### config.mk
export PLATFORM = sky130hd
export DESIGN_NAME = mfsr_ctrl
export DESIGN_NICKNAME = d
export VERILOG_FILES = /design/src/rtl/mfsr_pkg.sv /design/src/rtl/mfsr_ctrl.sv
export SDC_FILE = /design/constraint.sdc
export NUM_CORES = 1
export LEC_CHECK = 0
export ABC_AREA = 1
export BUFFER_PORTS_ARGS = -buffer_cell sky130_fd_sc_hd__buf_2
export CAP_MARGIN = 20
export CORE_AREA = 2 2 39 41
export CTS_CLUSTER_DIAMETER = 30
export DETAILED_ROUTE_END_ITERATION = 12
export DIE_AREA = 0 0 41 43
export PLACE_DENSITY = 0.78
export SETUP_SLACK_MARGIN = 0.05
export SLEW_MARGIN = 20
export SYNTH_ARGS = -nofsm -noshare
export SYNTH_HDL_FRONTEND = slang
export SYNTH_SLANG_ARGS = --single-unit
### constraint.sdc
create_clock -name clock -period 2.9 [get_ports clock]
set_clock_uncertainty 0.05 [all_clocks]
set_input_delay 0.29 -clock clock [delete_from_list [all_inputs] [get_ports clock]]
set_output_delay 0.29 -clock clock [all_outputs]
set_load 0.1 [all_outputs]
### src/rtl/mfsr_pkg.sv
package mfsr_pkg;

   // framebuffer geometry
   localparam int WIDTH       = 128;
   localparam int HEIGHT      = 64;
   localparam int FRAME_BYTES = 1024;

   localparam int ROW_BYTES = WIDTH / 8;
   localparam int ROWS      = FRAME_BYTES / ROW_BYTES;
   localparam int ROW_W     = $clog2(ROWS);
   localparam int SEG_W     = $clog2(HEIGHT);
   localparam int BIT_W     = $clog2(WIDTH);
   localparam int BYTE_W    = $clog2(ROW_BYTES);

   // item fields
   localparam int FUNC_W = 2;
   localparam int COL_W  = 7;
   localparam int ROWF_W = 6;

   // configuration port
   localparam int CSR_W     = 7;
   localparam int CSR_IDX_W = 1;

   // segment layout: two 3-byte commands, data start byte, two nibbles per row byte
   localparam int CMD_BYTES  = 3;
   localparam int DATA_FIRST = 2 * CMD_BYTES + 1;
   localparam int SEG_BYTES  = DATA_FIRST + 2 * ROW_BYTES;
   localparam int CNT_W      = $clog2(SEG_BYTES);

   localparam logic [7:0] START_CMD   = 8'hF8;
   localparam logic [7:0] START_DATA  = 8'hFA;
   localparam logic [7:0] ADDR_FLAG   = 8'h80;
   localparam logic [7:0] NIBBLE_MASK = 8'hF0;

   typedef enum logic [FUNC_W-1:0] {
      FUNC_SET_PIXEL = 2'd0,
      FUNC_CLEAR     = 2'd1,
      FUNC_REFRESH   = 2'd2
   } func_type;

   typedef enum logic [CSR_IDX_W-1:0] {
      CSR_MAX_COLUMN = 1'b0,
      CSR_MAX_ROW    = 1'b1
   } csr_index_type;

   typedef enum logic [1:0] {
      ST_IDLE,
      ST_PIX_MODIFY,
      ST_SEG_EMIT
   } state_type;

   typedef struct packed {
      logic             rd_en;
      logic             rd_seg;
      logic             wr_en;
      logic             clear_all;
      logic             out_load;
      logic             seg_advance;
      logic [CNT_W-1:0] byte_cnt;
   } cmd_type;

   typedef struct packed {
      logic in_range;
      logic out_free;
   } status_type;

endpackage

### src/rtl/mfsr_ctrl.sv
module mfsr_ctrl (
   input  logic                        clock,
   input  logic                        reset,
   input  logic                        req_valid,
   input  logic [mfsr_pkg::FUNC_W-1:0] req_func,
   output logic                        req_ready,
   input  mfsr_pkg::status_type        status,
   output mfsr_pkg::cmd_type           cmd
);
   import mfsr_pkg::*;

   state_type        state_ff, state_in;
   logic [CNT_W-1:0] cnt_ff, cnt_in;

   always_ff @(posedge clock) begin
      if (reset) begin
         state_ff <= ST_IDLE;
         cnt_ff   <= '0;
      end else begin
         state_ff <= state_in;
         cnt_ff   <= cnt_in;
      end
   end

   always_comb begin
      state_in      = state_ff;
      cnt_in        = cnt_ff;
      req_ready     = 1'b0;
      cmd           = '0;
      cmd.byte_cnt  = cnt_ff;
      unique case (state_ff)
         ST_IDLE: begin
            req_ready = 1'b1;
            if (req_valid) begin
               unique case (func_type'(req_func))
                  FUNC_SET_PIXEL: begin
                     // drop pixels outside the configured window
                     if (status.in_range) begin
                        cmd.rd_en = 1'b1;
                        state_in  = ST_PIX_MODIFY;
                     end
                  end
                  FUNC_CLEAR: cmd.clear_all = 1'b1;
                  FUNC_REFRESH: begin
                     cmd.rd_en  = 1'b1;
                     cmd.rd_seg = 1'b1;
                     cnt_in     = '0;
                     state_in   = ST_SEG_EMIT;
                  end
                  default: ;
               endcase
            end
         end
         ST_PIX_MODIFY: begin
            cmd.wr_en = 1'b1;
            state_in  = ST_IDLE;
         end
         ST_SEG_EMIT: begin
            // advance one byte whenever the output register frees up
            if (status.out_free) begin
               cmd.out_load = 1'b1;
               if (cnt_ff == CNT_W'(SEG_BYTES - 1)) begin
                  cmd.seg_advance = 1'b1;
                  state_in        = ST_IDLE;
               end else begin
                  cnt_in = cnt_ff + CNT_W'(1);
               end
            end
         end
         default: state_in = ST_IDLE;
      endcase
   end

endmodule

==> impl_summary.md <==
Outcome
The run finished with clean final reports.

Worst setup path
The number of cells on the critical path is 7. The cell that appears most often on the critical path is sky130_fd_sc_hd__inv_1. The sum of buffers and inverters on the critical path is 3. Counting cells, the worst reg-to-reg path comes to 9.

The peak fanout along the critical path is 7. In this design, the largest share of critical-path delay is due to buffers and inverters. The cell at the slowest stage of the critical path is sky130_fd_sc_hd__buf_2. The critical path is of the reg2out type. The critical path goes through inv_1 -> ha_1 -> nand2_1 -> inv_1 -> nand4_4 -> nor2_2 -> buf_2. The critical path data arrival time is 1.71 ns. The worst path required time is 2.56 ns. The largest stage delay on the critical path is 0.42 ns. The worst setup path is captured at an output pin.

STA classifies the critical path startpoint as a flop.

Floorplan
The overall die area is 1760 sq um. Measured along the x axis, the die boundary spans 41 microns. During I/O placement, the number of pins put on the boundary was 20. After floorplanning, the core was sized to cover 1380 sq um. The die height is around 43 microns.

The starting density of the core is between 40% and 50%. After floorplanning, the core was divided into 14 placement rows.

Timing
The clock period minus worst slack is ~2.0 ns. Of the available clock period, the critical path in the final layout requires a little over two thirds. The number of hold violations in the final report is 0. Setup violations remaining at the end of the flow were counted as 0.

For the pin with the worst max-slew slack, the measured transition is 0.489 ns. Timing would allow up to 489 MHz. The number of max-slew violations in the final report is 0. Setup repair after global routing left no endpoint under its margin.

After layout, the worst setup slack is 0.854 ns. Summed over all failing endpoints, the final setup total negative slack is 0 ns. Measured against its own limit, the worst slew margin works out to 67.6%.

Hold timing on the final database bottoms out at a slack of 0.228 ns.

Final layout
Fill cells in the final layout number 136. The area used by sequential logic in the layout is approximately 160 sq um. Summing all multi-input logic gate instances after layout gives 404 sq um. The number of nets in the layout is 126. The growth of design area from synthesis to finish is 23.5%. In the final layout, the share of cells above drive strength 1 is 36.5%.

0 antenna diodes ended up in the layout. The utilization after layout is 55.2%.

Clocking
The longest clock path from root to sink contains 2 buffers. The clock network latency to the later pin of the worst-skew pair is between 0.2 and 0.3 ns. The clock slew seen by the registers of the worst setup and hold paths is 0.05 ns. The master cell of the clock root buffer is sky130_fd_sc_hd__clkbuf_4. The number of gates resized after CTS was 0. The number of levels the H-tree was split into is 1. Counting the buffers created by CTS gives 3. Clock tree synthesis found a total of 8 sinks. The clock tree from TritonCTS is built. After clock tree synthesis, the setup repair step added 0 buffers. Buffers inserted to repair hold after CTS numbered 0.

Route
The count of unresolved DRC violations after routing is 0. In this run, the number of DRC markers left after iteration 0 of detailed routing was 8. In the routed layout, each cell is associated on average with a via count of between 4 and 5. The wire length per cell after detailed routing is between 9 and 10 microns. For this block, the via count after detailed routing is between 600 and 700. Once detail routing completed, the nets flagged for antenna violations numbered 0. The first-pass detailed-route iteration total is 4. The aggregate routed wire length is 1260 microns.

Synth
The synthesized design contains 8 register bits. For this run, asynchronously set or reset flops after synthesis account for 0%. Sorting the synthesized cells by how often they occur yields sky130_fd_sc_hd__nand2_1, sky130_fd_sc_hd__inv_1, sky130_fd_sc_hd__nor2_1. The most numerous cell in the Yosys netlist is sky130_fd_sc_hd__nand2_1. Each instance of the synthesized netlist takes up on average ~6.6 sq um. The Yosys step of the flow raised 0 warnings. The instance count of the mapped netlist is 93. The share of the synthesized area in the top cell type is 25.9%. When the netlist entered floorplanning its net count stood at 102. After synthesis, the cell types taking the most area are sky130_fd_sc_hd__dfxtp_1, sky130_fd_sc_hd__nand2_1, sky130_fd_sc_hd__inv_1. The leading area contributor after synthesis is sky130_fd_sc_hd__dfxtp_1. The count of distinct cell types in the synthesized netlist is 22. The main flop type after synthesis is sky130_fd_sc_hd__dfxtp_1. The number of synthesized flops with an enable pin is 0. After synthesis, flip-flops and latches occupy between 20% and 30% of the total area. Summing every instance area after synthesis gives 618 sq um.

GRT
The initial antenna violation count is 0. The global router's overall resource usage is 18.2%. The wire length of the first global-routing pass is roughly 2200 microns. After global routing the overflow that remains totals 0.

The number of global-route vias before repair is 580. The largest net degree at the start of global routing is 9.

Power and ir drop
The peak supply drop is 0.210 mV. The analysis attributes to cell leakage a power of 0.000410 uW. Power spread over the standard cell area amounts to between 400 and 500 nW/um^2.

The completed layout was analyzed and its total power is ~310 uW.

Placed design
In this run the tool buffered the top-level ports with 19 buffer cells. At the placement stage, the worst setup path has a slack of 1.13 ns. The placer's final routability congestion estimate is 0.822.

The HPWL reported at the end of detailed placement is a little over 1000 microns.

Run
The count of maximum capacitance violations is 0.

Hold path
The class of the tightest hold or removal check is in2reg. The worst hold path stage count is 2.
==> cells in the final DEF, fill, tap and decap left out, types with 2 or more instances in the layout <==
cell type / instances
sky130_fd_sc_hd__a21oi_1: 4
sky130_fd_sc_hd__buf_2: 19
sky130_fd_sc_hd__clkbuf_4: 3
sky130_fd_sc_hd__dfxtp_1: 8
sky130_fd_sc_hd__ha_1: 2
sky130_fd_sc_hd__inv_1: 13
sky130_fd_sc_hd__inv_2: 2
sky130_fd_sc_hd__nand2_1: 21
sky130_fd_sc_hd__nand2_2: 6
sky130_fd_sc_hd__nand3_1: 8
sky130_fd_sc_hd__nand3_2: 2
sky130_fd_sc_hd__nand4_1: 2
sky130_fd_sc_hd__nor2_1: 9
sky130_fd_sc_hd__nor2_2: 3
sky130_fd_sc_hd__nor3_1: 2
sky130_fd_sc_hd__o21ai_0: 2
==> cells by family (layout without fill, tap and decap cells) <==
group | Yosys count | count (layout) | share of synthesized area [%]
AO/OA/AOI/OAI | 8 | 8 | 7.49
flip-flops | 8 | 8 | 25.9
AND/OR/NAND/NOR | 59 | 59 | 52.6
buffers and inverters | 16 | 38 | 9.92
adder cells (fa/ha/maj) | 2 | 2 | 4.05
==> sequential cells by signal, indices dropped and copies added, names as in the netlist <==
register,cells
state_ff,2
cnt_ff,6
==> power breakdown <==
group	total (uW)	internal, uW	switching (uW)
Combinational	111	24.4	86.5
Sequential	119	114	5.54
Clock	84.8	47.3	37.5
Total	315	185	129
==> metrics by stage <==
step,area [sq um],instances
after detailed placement,741,128
after global placement,741,128
after CTS,763,131
final,763,131
after global routing,763,131
after floorplan,626,93
==> area by class of cell <==
type / count / share of cell area [%]
timing repair buffer: 19 / 12.5
multi-input combinational: 69 / 53.0
sequential: 8 / 21.0
clock buffer: 3 / 2.95
tap: 16 / 2.62
inverter: 16 / 8.03
==> routing by layer <==
metal	up-vias	routed length, microns	track usage (%)
met5	-	0	0
met4	0	36	12.7
met3	6	43	5.24
met2	10	573	26.9
met1	282	601	21.4
li1	340	-	-
==> path summary, 6_finish.rpt <==
check / end / slack (ns) / from
max reg2reg: cnt_ff[0] / 1.44 / cnt_ff[0]
min: cnt_ff[2] / 0.23 / reset
min reg2reg: cnt_ff[1] / 0.47 / cnt_ff[1]
max: cmd[6] / 0.85 / cnt_ff[0]
Power figures use the tool's default switching activity.
